## config.mk

```make
export PLATFORM = sky130hd
export DESIGN_NAME = brt_fifo
export DESIGN_NICKNAME = d
export VERILOG_FILES = /design/src/rtl/core/brt_pkg.sv /design/src/rtl/core/brt_fifo.sv
export SDC_FILE = /design/constraint.sdc
export NUM_CORES = 1
export LEC_CHECK = 0
export ABC_AREA = 1
export BUFFER_PORTS_ARGS = -buffer_cell sky130_fd_sc_hd__clkbuf_2
export CORE_ASPECT_RATIO = 1.5
export CORE_MARGIN = 3
export CORE_UTILIZATION = 50
export CTS_CLUSTER_SIZE = 10
export DETAILED_ROUTE_END_ITERATION = 8
export GPL_TIMING_DRIVEN = 0
export PLACE_DENSITY = 0.7
export SYNTH_ARGS = -nofsm -noshare
export SYNTH_HDL_FRONTEND = slang
export SYNTH_SLANG_ARGS = --single-unit
```

## constraint.sdc

```tcl
create_clock -name clk -period 8.85 [get_ports clk]
set_input_delay 2.2125 -clock clk [delete_from_list [all_inputs] [get_ports clk]]
set_output_delay 2.2125 -clock clk [all_outputs]
set_load 0.05 [all_outputs]
```

## src/rtl/core/brt_pkg.sv

```systemverilog
package brt_pkg;

	// glyph geometry and character codes
	localparam int CHAR_W      = 8;
	localparam int LINE_H      = 16;
	localparam int FIRST_PRINT = 32;
	localparam int LAST_PRINT  = 126;
	localparam int CODE_NUL    = 0;
	localparam int CODE_NL     = 10;

	// depth of the queue between front and back
	localparam int QUEUE_DEPTH = 4;

	// stream widths, whole bytes
	localparam int IN_DATA_W  = 128;
	localparam int OUT_DATA_W = 160;

	// command carried in tuser
	localparam logic CMD_LOAD = 1'b0;
	localparam logic CMD_DRAW = 1'b1;

	// register indexes on the apb port
	localparam logic [1:0] REG_FB_WIDTH  = 2'd0;
	localparam logic [1:0] REG_FB_HEIGHT = 2'd1;
	localparam logic [1:0] REG_ROW_PITCH = 2'd2;
	localparam logic [1:0] REG_BG_ARGB   = 2'd3;

	typedef enum logic {
		KIND_LOAD,
		KIND_DRAW
	} kind_t;

	// one queued job: glyph byte write or character draw
	typedef struct packed {
		kind_t       kind;
		logic [6:0]  glyph;
		logic [3:0]  gbyte;
		logic [7:0]  gval;
		logic [31:0] x;
		logic [31:0] y;
		logic [31:0] color;
	} job_t;

	// geometry registers seen by the back end
	typedef struct packed {
		logic [15:0] fb_width;
		logic [15:0] fb_height;
		logic [17:0] row_pitch;
	} cfg_t;

endpackage

```

## src/rtl/core/brt_fifo.sv

```systemverilog
module brt_fifo (
	input  logic          clk,
	input  logic          arst_n,
	input  logic          push,
	input  brt_pkg::job_t push_job,
	output logic          full,
	input  logic          pop,
	output logic          head_valid,
	output brt_pkg::job_t head
);
	import brt_pkg::*;

	localparam int PTR_W = $clog2(QUEUE_DEPTH);

	job_t             slots_q [QUEUE_DEPTH];
	logic [PTR_W-1:0] wr_ptr_q;
	logic [PTR_W-1:0] rd_ptr_q;
	logic [PTR_W:0]   cnt_q;

	assign full       = (cnt_q == (PTR_W + 1)'(QUEUE_DEPTH));
	assign head_valid = (cnt_q != '0);
	assign head       = slots_q[rd_ptr_q];

	always_ff @(posedge clk) begin
		if (push) begin
			slots_q[wr_ptr_q] <= push_job;
		end
	end

	always_ff @(posedge clk or negedge arst_n) begin
		if (!arst_n) begin
			wr_ptr_q <= '0;
			rd_ptr_q <= '0;
			cnt_q    <= '0;
		end else begin
			if (push) begin
				wr_ptr_q <= wr_ptr_q + 1'b1;
			end
			if (pop) begin
				rd_ptr_q <= rd_ptr_q + 1'b1;
			end
			unique case ({push, pop})
				2'b10:   cnt_q <= cnt_q + 1'b1;
				2'b01:   cnt_q <= cnt_q - 1'b1;
				default: cnt_q <= cnt_q;
			endcase
		end
	end

	a_no_push_when_full: assert property (@(posedge clk) disable iff (!arst_n)
		push |-> !full)
		else $error("queue overflow");

	a_no_pop_when_empty: assert property (@(posedge clk) disable iff (!arst_n)
		pop |-> head_valid)
		else $error("queue underflow");

endmodule

```

==> Word level (Yosys, flattened, before mapping) <==
Memories as Yosys holds them, arrays and structs flattened.
Index checks and enable logic that the tools add are counted.
{ "totals": {"output_inout_bits": 118, "mem_count": 1, "register_bits": 7, "ram_bits": 464, "word_cells": 16, "input_bits": 120} }
{ "mem_list": {"columns": ["name", "words", "width", "rd", "rd_clocked_by_memory_dff", "wr", "line_no", "source"], "rows": [
  ["slots_q", 4, 116, 1, 0, 1, "brt_fifo.sv:15", "job_t slots_q [QUEUE_DEPTH];"]
]} }
{ "classes": {"reduce_logical": 2, "addsub": 4, "eq_ne": 3, "n_mux": 3} }
{ "op_table": {"columns": ["operator", "n"], "rows": [
  ["one-hot mux 3 bit (2 select lines)", 1],
  ["adder 2 x 1 -> 2 bit (second input constant)", 2],
  ["adder 3 x 1 -> 3 bit (second input constant)", 1],
  ["equality test 3 bit (second input constant)", 1],
  ["nonzero test 3 bit", 1],
  ["subtractor 3 x 1 -> 3 bit (second input constant)", 1],
  ["equality test 2 x 1 -> 1 bit (second input constant)", 1],
  ["equality test 2 bit (second input constant)", 1],
  ["2-to-1 mux 1 bit", 2],
  ["nonzero test 2 bit", 1]
]} }

==> Logic depth before layout (Yosys ltp) <==
{ "logic_depth": {"ltp_word": 2, "ltp_mapped": 10, "depth_no_buf": 9} }

==> Worst setup path before layout <==
No wires, ideal clock.
{ "synth_timing": {"path_kind": "input port to flip-flop", "startpoint": "input push", "endpoint": "memory slots_q[0][0] in the netlist's numbering (enable)", "arrival_time_ns": 4.769, "path_stages": 3, "n_path_buf": 1, "path_slack_ns": 3.612, "t_required_ns": 8.381, "setup_time_ns": 0.469, "path_cell_list": "clkbuf_1 > nand2_1 > inv_1"} }
{ "synth_via": {"elab_chain_cells": 2} }
{ "synth_lines": {"columns": ["item", "line_no", "source"], "rows": [
  ["start: declaration", "brt_fifo.sv:4", "input logic push,"],
  ["2-to-1 mux 1 bit", "brt_fifo.sv:25", "if (push) begin"],
  ["2-to-1 mux 1 bit (not written as such)", "brt_fifo.sv:26", "slots_q[wr_ptr_q] <= push_job;"],
  ["end: declaration", "brt_fifo.sv:15", null]
]} }
No other way between the ends.

==> metrics.md <==
| Metric | Value |
|---|---|
| Setup-failing EPs final | `0` |
| Largest net degree at the start of global routing | `68` |
| Setup slack after layout | `4.445 ns` |
| Synth top area cells | `edfxtp_1 (73%), o211ai_1 (9.2%), nand2_1 (7.1%), inv_1 (4.8%), buf_6 (2.0%)` |
| Seq/Total Area, Yosys | `74.39%` |
| Starting Density | `51.09%` |
| Critical path origin | `rd_ptr_q[1]` |
| IO Count | `238` |
| WL final | `42730 um` |
| Final non-filler cell total | `2193` |
| Hold Buf Count CTS | `0` |
| # rows | `86` |
| Share of the synthesized area in the top cell type | `73.47%` |
| Setup TNS Final | `0 ns` |
| WP data required | `6.64 ns` |
| Flops & latches, synth | `471` |
| Initial antenna violation count | `5` |
| Antenna-violating nets left | `0` |
| Chip Width | `165.0 um` |
| Fin crit period | `4.405 ns` |
| Setup crit end kind | `output port` |
| Crit-path max cell delay | `0.52 ns` |
| Critical-path cell list | `buf_6, clkbuf_1, o211ai_1, nand2_1, clkbuf_2` |
| Clk_skew | `0.01283 ns` |
| Setup bufs post-CTS | `0` |
| Type of the worst min-delay path | `flop to flop` |
| First-pass DRT Iterations | `5` |
| Post-DP HPWL | `26660 um` |
| DP Worst Slack | `4.815 ns` |
| Die H | `244.5 um` |
| Slew @ Worst Pin | `0.6463 ns` |
| H-Tree Depth | `2` |
| Vias in the first global route | `11650` |
| R2r setup slk | `6.76 ns` |
| Area growth syn-to-layout | `17.38%` |
| Yosys warns | `0` |
| Worst r2r src | `wr_ptr_q[0]` |
| RSZ-0062 raised after global routing | `no` |
| Crit Path Class | `flop to output port` |
| Starting DRT DRC Count | `814` |
| Area leader, netlist | `edfxtp_1` |
| Cts bufs inserted | `53` |
| Placed Cells | `2126` |
| Via count | `11460` |
| Slew headroom | `56.91%` |
| WL per Instance | `19.49 um` |
| Peak Freq | `227.0 MHz` |
| Max Cap Viol | `0` |
| Gr ovfl total | `0` |
| Via density | `5.228` |
| Nets | `1823` |
| CTS tree | `yes` |
| Worst setup path end | `head[72]` |
| Area after DPL | `0.02088 mm^2` |
| Post-synthesis average cell area | `13.53 um^2` |
| Synthesized area | `0.01897 mm^2` |
| Finished Cell Area | `0.02226 mm^2` |
| Period Utilization, post-route | `49.78%` |
| Clock transition at the registers of the reported paths | `0.05 ns` |
| Clk Tree Root Cell | `clkbuf_16` |
| Share of post-route cells with drive strength above 1 | `21.69%` |
| Outcome | `finished clean` |
| Clk_lat worst skew | `0.55 ns` |
| Post-synth net total | `1528` |
| PostCTS Resize Cnt | `0` |
| Signal arrival time at the worst endpoint | `2.19 ns` |
| First-pass GRT wire length | `64100 um` |
| Pins Over Slew Limit | `0` |
| Final hold viol count | `0` |
| GRT Overall Usage | `20.96%` |
| Post-synthesis cell count | `1402` |
| CP Max Fanout | `10` |
| Core area | `0.03712 mm^2` |
| Final GP Congestion | `0.7651` |
| Reg2reg end | `slots_q[2][68]` |
| CTS sink cnt | `471` |
| Distinct cells, synth | `19` |
| IO Port Bufs | `236` |
| Residual DRC count | `0` |
| Worst r2r path cells | `5` |
| Startpoint types | `flop` |
| DIE AREA | `0.04035 mm^2` |
| Worst path slowest cell | `clkbuf_1` |
| Max Buffers Root-to-Sink | `3` |
## cell usage in the layout (no fill, tap or decap), drive strengths merged, types with 3 or more instances in the layout
cell / count
clkbuf: 312
xor2: 3
dfrtp: 7
o211ai: 232
inv: 247
diode: 3
nand2: 359
edfxtp: 464
ha: 5
buf: 69
## metal layers
layer | GRT usage, % | up-vias | part of all wire (%)
met5 | 0 | - | 0.030
met2 | 37.87 | 369 | 53
met3 | 5.118 | 90 | 7.2
met1 | 23.39 | 5540 | 36
met4 | 8.418 | 2 | 3.2
li1 | - | 5463 | -
## cell families (layout without fill, tap and decap cells)
| kind of cell | after synthesis | in the layout | share of synthesized area (%) |
|---|---|---|---|
| AND/OR/NAND/NOR | 363 | 363 | 7.217 |
| other | 0 | 3 | 0 |
| XOR/XNOR | 4 | 4 | 0.1848 |
| AO/OA/AOI/OAI | 234 | 234 | 9.236 |
| buffers and inverters | 324 | 628 | 8.537 |
| flip-flops | 471 | 471 | 74.39 |
| adder cells (fa/ha/maj) | 6 | 6 | 0.4354 |
## state kept, by name, summed over array words and instances, names as in the netlist
| signal | count |
|---|---|
| slots_q | 464 |
| wr_ptr_q | 2 |
| cnt_q | 3 |
| rd_ptr_q | 2 |
## critical path: cells and delay by family (launching register included)
family	cells	cell delay [ns]
flip-flops	1	0.33
AO/OA/AOI/OAI	1	0.19
AND/OR/NAND/NOR	1	0.10
buffers and inverters	3	1.01
## how the worst min path moves through the flow
stage	start	end	slack, ns	cells after the start
finish	cnt_q[2]	cnt_q[2]	0.48	2
floorplan	cnt_q[2]	cnt_q[2]	0.44	2
detailed placement	cnt_q[2]	cnt_q[2]	0.47	2
global route	cnt_q[2]	cnt_q[2]	0.51	2
global placement	cnt_q[2]	cnt_q[2]	0.46	2
CTS	cnt_q[2]	cnt_q[2]	0.48	2
## metrics by stage
stage               hold WS, ns  util (%)
floorplan                0.4417         -
global placement         0.4593     55.90
detailed placement       0.4674     56.25
CTS                      0.4802     59.95
global route             0.5091     59.97
finish                   0.4800     59.97
## cell usage after synthesis
| master | instances |
|---|---|
| inv_4 | 1 |
| buf_4 | 21 |
| o21ai_0 | 2 |
| clkbuf_1 | 7 |
| buf_2 | 11 |
| ha_1 | 5 |
| xor2_1 | 3 |
| nand3_1 | 2 |
| o211ai_1 | 232 |
| nand4_1 | 1 |
| inv_1 | 245 |
| buf_6 | 33 |
| clkbuf_8 | 6 |
| xnor2_1 | 1 |
| edfxtp_1 | 464 |
| fa_1 | 1 |
| dfrtp_1 | 7 |
| nand2_1 | 359 |
| nor3_1 | 1 |
## layout make-up
cell class	instances	area [um^2]
Clock inverter	1	8.758
Antenna cell	3	7.507
Timing Repair Buffer	240	1291
Clock buffer	63	1364
Inverter	246	945.9
Buffer	78	693.2
Multi-Input combinational cell	607	3238
Tap cell	484	605.6
Fill cell	2868	14860
Sequential cell	471	14110
Power is left out: the tool's default activity adds up to more than one toggle a clock period on the data nets, which glitch-free logic cannot reach.
