==> config.mk <==
export PLATFORM = sky130hd
export DESIGN_NAME = brt_front
export DESIGN_NICKNAME = d
export VERILOG_FILES = /design/src/rtl/core/brt_pkg.sv /design/src/rtl/core/brt_front.sv
export SDC_FILE = /design/constraint.sdc
export NUM_CORES = 1
export LEC_CHECK = 0
export BUFFER_PORTS_ARGS = -buffer_cell sky130_fd_sc_hd__buf_2
export CORE_ASPECT_RATIO = 0.9
export CORE_MARGIN = 3
export CORE_UTILIZATION = 58
export CTS_BUF_LIST = sky130_fd_sc_hd__clkbuf_2
export CTS_CLUSTER_DIAMETER = 100
export DETAILED_ROUTE_END_ITERATION = 12
export PLACE_DENSITY = 0.89
export SYNTH_ARGS = -nofsm -noshare
export SYNTH_HDL_FRONTEND = slang
export SYNTH_SLANG_ARGS = --single-unit
==> constraint.sdc <==
create_clock -name clk -period 3.5 [get_ports clk]
set_input_delay 0.35 -clock clk [delete_from_list [all_inputs] [get_ports clk]]
set_output_delay 0.35 -clock clk [all_outputs]
set_load 0.05 [all_outputs]
==> src/rtl/core/brt_pkg.sv <==
package brt_pkg;

	// glyph geometry and character codes
	localparam int CHAR_W      = 8;
	localparam int LINE_H      = 16;
	localparam int FIRST_PRINT = 32;
	localparam int LAST_PRINT  = 126;
	localparam int CODE_NUL    = 0;
	localparam int CODE_NL     = 10;

	// depth of the queue between front and back
	localparam int QUEUE_DEPTH = 4;

	// stream widths, whole bytes
	localparam int IN_DATA_W  = 128;
	localparam int OUT_DATA_W = 160;

	// command carried in tuser
	localparam logic CMD_LOAD = 1'b0;
	localparam logic CMD_DRAW = 1'b1;

	// register indexes on the apb port
	localparam logic [1:0] REG_FB_WIDTH  = 2'd0;
	localparam logic [1:0] REG_FB_HEIGHT = 2'd1;
	localparam logic [1:0] REG_ROW_PITCH = 2'd2;
	localparam logic [1:0] REG_BG_ARGB   = 2'd3;

	typedef enum logic {
		KIND_LOAD,
		KIND_DRAW
	} kind_t;

	// one queued job: glyph byte write or character draw
	typedef struct packed {
		kind_t       kind;
		logic [6:0]  glyph;
		logic [3:0]  gbyte;
		logic [7:0]  gval;
		logic [31:0] x;
		logic [31:0] y;
		logic [31:0] color;
	} job_t;

	// geometry registers seen by the back end
	typedef struct packed {
		logic [15:0] fb_width;
		logic [15:0] fb_height;
		logic [17:0] row_pitch;
	} cfg_t;

endpackage

==> src/rtl/core/brt_front.sv <==
module brt_front #(
	parameter int GLYPH_COUNT = 95
) (
	input  logic                          clk,
	input  logic                          arst_n,
	input  logic                          s_tvalid,
	output logic                          s_tready,
	input  logic [brt_pkg::IN_DATA_W-1:0] s_tdata,
	input  logic                          s_tuser,
	input  logic                          q_full,
	output logic                          push,
	output brt_pkg::job_t                 push_job
);
	import brt_pkg::*;

	logic        accept;
	logic [6:0]  gidx;
	logic [3:0]  gbyte;
	logic [7:0]  gval;
	logic        start;
	logic [31:0] ox;
	logic [31:0] oy;
	logic [7:0]  code;
	logic [31:0] color;

	logic [31:0] cursor_x_q;
	logic [31:0] cursor_y_q;
	logic [31:0] line_x_q;
	logic [31:0] cursor_x_n;
	logic [31:0] cursor_y_n;
	logic [31:0] line_x_n;

	assign gidx  = s_tdata[6:0];
	assign gbyte = s_tdata[10:7];
	assign gval  = s_tdata[18:11];
	assign start = s_tdata[19];
	assign ox    = s_tdata[51:20];
	assign oy    = s_tdata[83:52];
	assign code  = s_tdata[91:84];
	assign color = s_tdata[123:92];

	assign s_tready = !q_full;
	assign accept   = s_tvalid && !q_full;

	always_comb begin
		cursor_x_n     = cursor_x_q;
		cursor_y_n     = cursor_y_q;
		line_x_n       = line_x_q;
		push           = 1'b0;
		push_job       = '0;
		push_job.kind  = KIND_LOAD;
		push_job.glyph = gidx;
		push_job.gbyte = gbyte;
		push_job.gval  = gval;
		push_job.color = color;
		if (accept) begin
			if (s_tuser == CMD_LOAD) begin
				// loads beyond the store are dropped here
				push = (int'(gidx) < GLYPH_COUNT);
			end else begin
				if (start) begin
					cursor_x_n = ox;
					line_x_n   = ox;
					cursor_y_n = oy;
				end
				priority if (code == 8'(CODE_NUL)) begin
					push = 1'b0;
				end else if (code == 8'(CODE_NL)) begin
					cursor_x_n = line_x_n;
					cursor_y_n = cursor_y_n + 32'(LINE_H);
				end else begin
					push          = 1'b1;
					push_job.kind = KIND_DRAW;
					push_job.x    = cursor_x_n;
					push_job.y    = cursor_y_n;
					// unprintable codes fall back to the space glyph
					if (code < 8'(FIRST_PRINT) || code > 8'(LAST_PRINT)) begin
						push_job.glyph = '0;
					end else begin
						push_job.glyph = 7'(code - 8'(FIRST_PRINT));
					end
					cursor_x_n = cursor_x_n + 32'(CHAR_W);
				end
			end
		end
	end

	always_ff @(posedge clk or negedge arst_n) begin
		if (!arst_n) begin
			cursor_x_q <= '0;
			cursor_y_q <= '0;
			line_x_q   <= '0;
		end else begin
			cursor_x_q <= cursor_x_n;
			cursor_y_q <= cursor_y_n;
			line_x_q   <= line_x_n;
		end
	end

endmodule

### Yosys cells after proc, flatten, opt, wreduce, memory -nomap -nowiden

Cells that the tools add are included.

* register bits: 96
* bits of input ports: 133
* logic and storage cells: 39

* add/sub/neg operators: 3
* $lt $le $gt $ge: 3
* eq/ne operators: 1
* muxes and demuxes: 24
* reductions and logical operators: 5

Operators with widths (number)
* $mux 32: 11
* $mux 64: 4
* $add 32x4->32 const B: 1
* $add 32x5->32 const B: 1
* $mux 8: 4
* $eq 8x4->1 const B: 1
* $gt 8x7->1 const B: 1
* $logic_not 8->1: 1
* $lt 8x6->1 const B: 1
* $lt 7x7->1 const B: 1
* $mux 7: 1
* $sub 7x6->7 const B: 1
* $mux 1: 4
* $reduce_and 2->1: 1
* $logic_and 1x1->1: 1
* $logic_not 1->1: 1
* $logic_or 1x1->1: 1

### Longest topological paths before layout

* word-level depth: 7
* depth in mapped cells: 14
* gate-level depth less buffers: 9

### Least setup slack after synthesis

OpenSTA, ideal clock, no wires.

* path type: input port to output port
* start point: input port q_full
* end point: output port push_job[113] (netlist name)
* arrival: 2.920 ns
* required time: 3.150 ns
* path slack: 0.230 ns
* stages: 5
* cells stage by stage: inv_1 nand3_1 clkbuf_1 clkbuf_1 o41ai_1

RTL lines
* start: declaration: RTL line brt_front.sv:10 `input logic q_full,`
* end: declaration: RTL line brt_front.sv:12 `output brt_pkg::job_t push_job`

==> flow_summary.toml <==
[cts]
tritoncts.num_buffers = 9
cts.path.max_buffers = 2
cts-resized-gates = 0
cts.root.buffer_cell = "sky130_fd_sc_hd__clkbuf_2"
path_clk_slew_ns = 0.26
htreeDepth = 3
tritoncts_clock_tree = "built"
insertion_delay_ns = 0.64
clkSinkCount = 96

[setup_path]
setup.worst_path.class = "primary input to primary output"
worst-r2r-setup-slack_ns = 0.96
worstReg2RegStart = "cursor_x_q[4]$_DFFE_PN0P_"
arrival_time_at_the_worst_endpoint_ns = 2.39
worstPathCellList = "buf_2 -> or4_4 -> or3_1 -> nand2_2 -> buf_4 -> nand2_1 -> o41ai_1 -> buf_2"
cp-start-kind = "primary input"
r2r_cells = 9
worstPathBufferInverterCount = 3
endpoint_kind = "primary output"
critPathMostFrequentCell = "sky130_fd_sc_hd__buf_2"
cpPeakStageDelay_ns = 0.62
path_max_fanout = 28
slowest_cell_on_crit_path = "sky130_fd_sc_hd__or4_4"
crit_family = "simple AND/OR/NAND/NOR gates"
regToRegEndpoint = "cursor_x_q[23]$_DFFE_PN0P_"
worst-endpoint-required_ns = 3.15

[logic_synthesis]
synth.ff_latch_count = 96
yosys.cell_count.top_type = "sky130_fd_sc_hd__nand2_1"
synth-edff-count = 0
sequential_cell_area_fraction_in_the_yosys_report = 0.300
synth_largest_area_cell = "sky130_fd_sc_hd__dfrtp_1"
netlist_top_cells_area = "sky130_fd_sc_hd__dfrtp_1 30%, sky130_fd_sc_hd__nand2_1 9.4%, sky130_fd_sc_hd__mux2i_1 8.9%"
post_synth_instance_area_mm2 = 0.00800
async_reset_ff_frac = 1.00
synth_largest_type_area_fraction = 0.300
yosys-top-cells-count = "200 x sky130_fd_sc_hd__nand2_1, 96 x sky130_fd_sc_hd__dfrtp_1, 83 x sky130_fd_sc_hd__nor2_1"
synth_cell_type_count = 80
ys_dominant_reg_cell = "sky130_fd_sc_hd__dfrtp_1"
postSynthCellCount = 1022
syn_nets = 1159
ys_warnings = 0
avgSynthCellArea_um2 = 7.83

[layout]
synthToLayoutAreaGrowth_pct = 14.7
n_fill_cell = 1104
drive_above_1_share = 0.213
instances_no_fill = 1322
n_antenna_cell = 0
final_core_util = 0.684
total_nets_final = 1287

[power_and_ir_drop]
power_switching_w = 0.00120
max-vdd-ir-drop_mv = 0.267
clock_power_share = 0.224
p_per_area_mw_per_mm2 = 346
p_int_w = 0.00198
p_leak_nw = 4.29
share_comb_of_total_power = 0.321
power_switching_share = 0.376
power.sequential.fraction = 0.456

[timing]
grt_setup_unrepaired = "no"
maxClockFrequency_mhz = 365
share_of_the_clock_period_used_by_the_worst_path_after_layout = 0.783
slew_headroom = 0.376
final_hold_viol_count = 0
setup-violations-final = 0
fin_worst_skew_ns = 0.0278
worst_slew_pin_slew_ns = 0.933
final.setup.tns_ns = 0
fin_worst_hold_slack_ns = 0.0385
final_period_minus_worst_setup_slack_ns = 2.74
slew_violations = 0

[die]
core-area_mm2 = 0.0134
floorplan.initialDensity = 0.596
design.portCount = 251
chipHeight_um = 117
die_width_um = 130
overall_die_area_mm2 = 0.0152
row_count = 40

[place]
place_hpwl_mm = 17.0
placer_congestion_estimate = 0.915
dp_cells = 1272
portBuffers = 158

[flow_run]
maxCapViolCount = 0

[drt]
final_antenna_net_count = 0
wire_per_inst_um = 18.6
totalWireLength_mm = 24.6
vias = 8436
drtIter0Drc = 1073
routed_via_density = 6.38
drcViolationCount = 0
drtPass1Iterations = 5

[hold_path]
hold_depth = 3
worstHoldEndpoint = "cursor_y_q[21]$_DFFE_PN0P_"
min_path_type = "primary input to flip-flop"
hold_path_startpoint = "s_tdata[73]"

[global_routing]
grt_first_pass_wirelength_mm = 39.4
antenna_found_initial = 0
tot_gr_track_use = 0.315
pin_count_of_the_biggest_net_entering_global_routing = 81
grt_pass1_vias = 7801
globalRouteOverflowTotal = 0

[run_status]
status = "finished, final reports clean"
==> through the flow <==
stage,cell area (um2),worst slack (ns),total power [W]
6_report,9170,0.759,0.00318
5_1_grt,9170,0.614,0.00334
4_1_cts,9170,0.742,0.00316
3_5_place_dp,8670,0.610,0.00243
3_3_place_gp,8670,0.676,0.00239
2_1_floorplan,8000,0.230,0.00225
==> sequential cells by signal (all words and copies together), names as in the netlist <==
name	count
cursor_x_q	32
cursor_y_q	32
line_x_q	32
==> worst max-delay path by stage <==
stage,from,to,depth (start not counted)
after floorplan,q_full,push_job[113],5
after global placement,s_tdata[19],cursor_x_q[23]$_DFFE_PN0P_,10
after detailed placement,s_tdata[19],cursor_x_q[23]$_DFFE_PN0P_,10
after CTS,s_tdata[88],push_job[113],8
after global routing,s_tdata[88],push_job[113],8
final,s_tdata[88],push_job[113],8
==> layout by cell type, fill, tap and decap left out, types with 17 or more instances in the layout <==
| cell type | synthesis | final |
|---|---|---|
| sky130_fd_sc_hd__nand3_1 | 26 | 25 |
| sky130_fd_sc_hd__mux2i_1 | 71 | 71 |
| sky130_fd_sc_hd__nand2_1 | 200 | 199 |
| sky130_fd_sc_hd__a21oi_1 | 54 | 54 |
| sky130_fd_sc_hd__buf_4 | 46 | 35 |
| sky130_fd_sc_hd__a22oi_1 | 17 | 17 |
| sky130_fd_sc_hd__buf_2 | 26 | 156 |
| sky130_fd_sc_hd__nor2_1 | 83 | 82 |
| sky130_fd_sc_hd__dlygate4sd3_1 | 0 | 35 |
| sky130_fd_sc_hd__xor2_1 | 24 | 24 |
| sky130_fd_sc_hd__o21ai_0 | 53 | 53 |
| sky130_fd_sc_hd__nor3_1 | 30 | 30 |
| sky130_fd_sc_hd__nand4_1 | 17 | 17 |
| sky130_fd_sc_hd__o22ai_1 | 18 | 18 |
| sky130_fd_sc_hd__dfrtp_1 | 96 | 96 |
==> timing repair <==
action,4_1_cts,5_1_grt
hold buffers,35,0
hold endpoints to repair,97,0
setup buffers,0,0
==> routing by layer <==
layer | global-route usage | part of all wire
met1 | 0.440 | 0.42
met2 | 0.494 | 0.46
met3 | 0.0615 | 0.10
met4 | 0.0948 | 0.025
met5 | 0 | 0
==> power groups by stage <==
| stage | clock network, W | registers (W) | logic (W) |
|---|---|---|---|
| final | 0.000711 | 0.00145 | 0.00102 |
| after floorplan | 0 | 0.00142 | 0.000830 |
| after global placement | 0 | 0.00145 | 0.000939 |
| after detailed placement | 0 | 0.00146 | 0.000972 |
| after global routing | 0.000754 | 0.00147 | 0.00111 |
| after CTS | 0.000716 | 0.00144 | 0.00100 |
==> final cells by class <==
class	count	area [um2]	share of cell area
Clock buffer	9	45.0	0.00491
Clock inverter	6	108	0.0117
Inverter	15	56.3	0.00614
Multi-Input combinational cell	799	4910	0.535
Sequential cell	96	2400	0.262
Tap cell	168	210	0.0229
Timing Repair Buffer	229	1450	0.158
==> kinds of logic after synthesis <==
family          synth area share
simple gates               0.283
compound gates             0.185
buf+inv                   0.0890
flops                      0.300
mux                       0.0959
xor+xnor                  0.0405
fa+ha+maj                0.00626
==> worst reg2reg max path, stage by stage (launching register included) <==
cell and delay, ns:
sky130_fd_sc_hd__dfrtp_1 0.44, sky130_fd_sc_hd__inv_1 0.05, sky130_fd_sc_hd__o21ai_0 0.30, sky130_fd_sc_hd__ha_1 0.21, sky130_fd_sc_hd__inv_1 0.08, sky130_fd_sc_hd__nor4_2 0.39
sky130_fd_sc_hd__nand2_1 0.17, sky130_fd_sc_hd__or4_1 0.50, sky130_fd_sc_hd__a211oi_1 0.26, sky130_fd_sc_hd__a211o_1 0.13
Note: power is estimated with default switching activity, not from simulation.
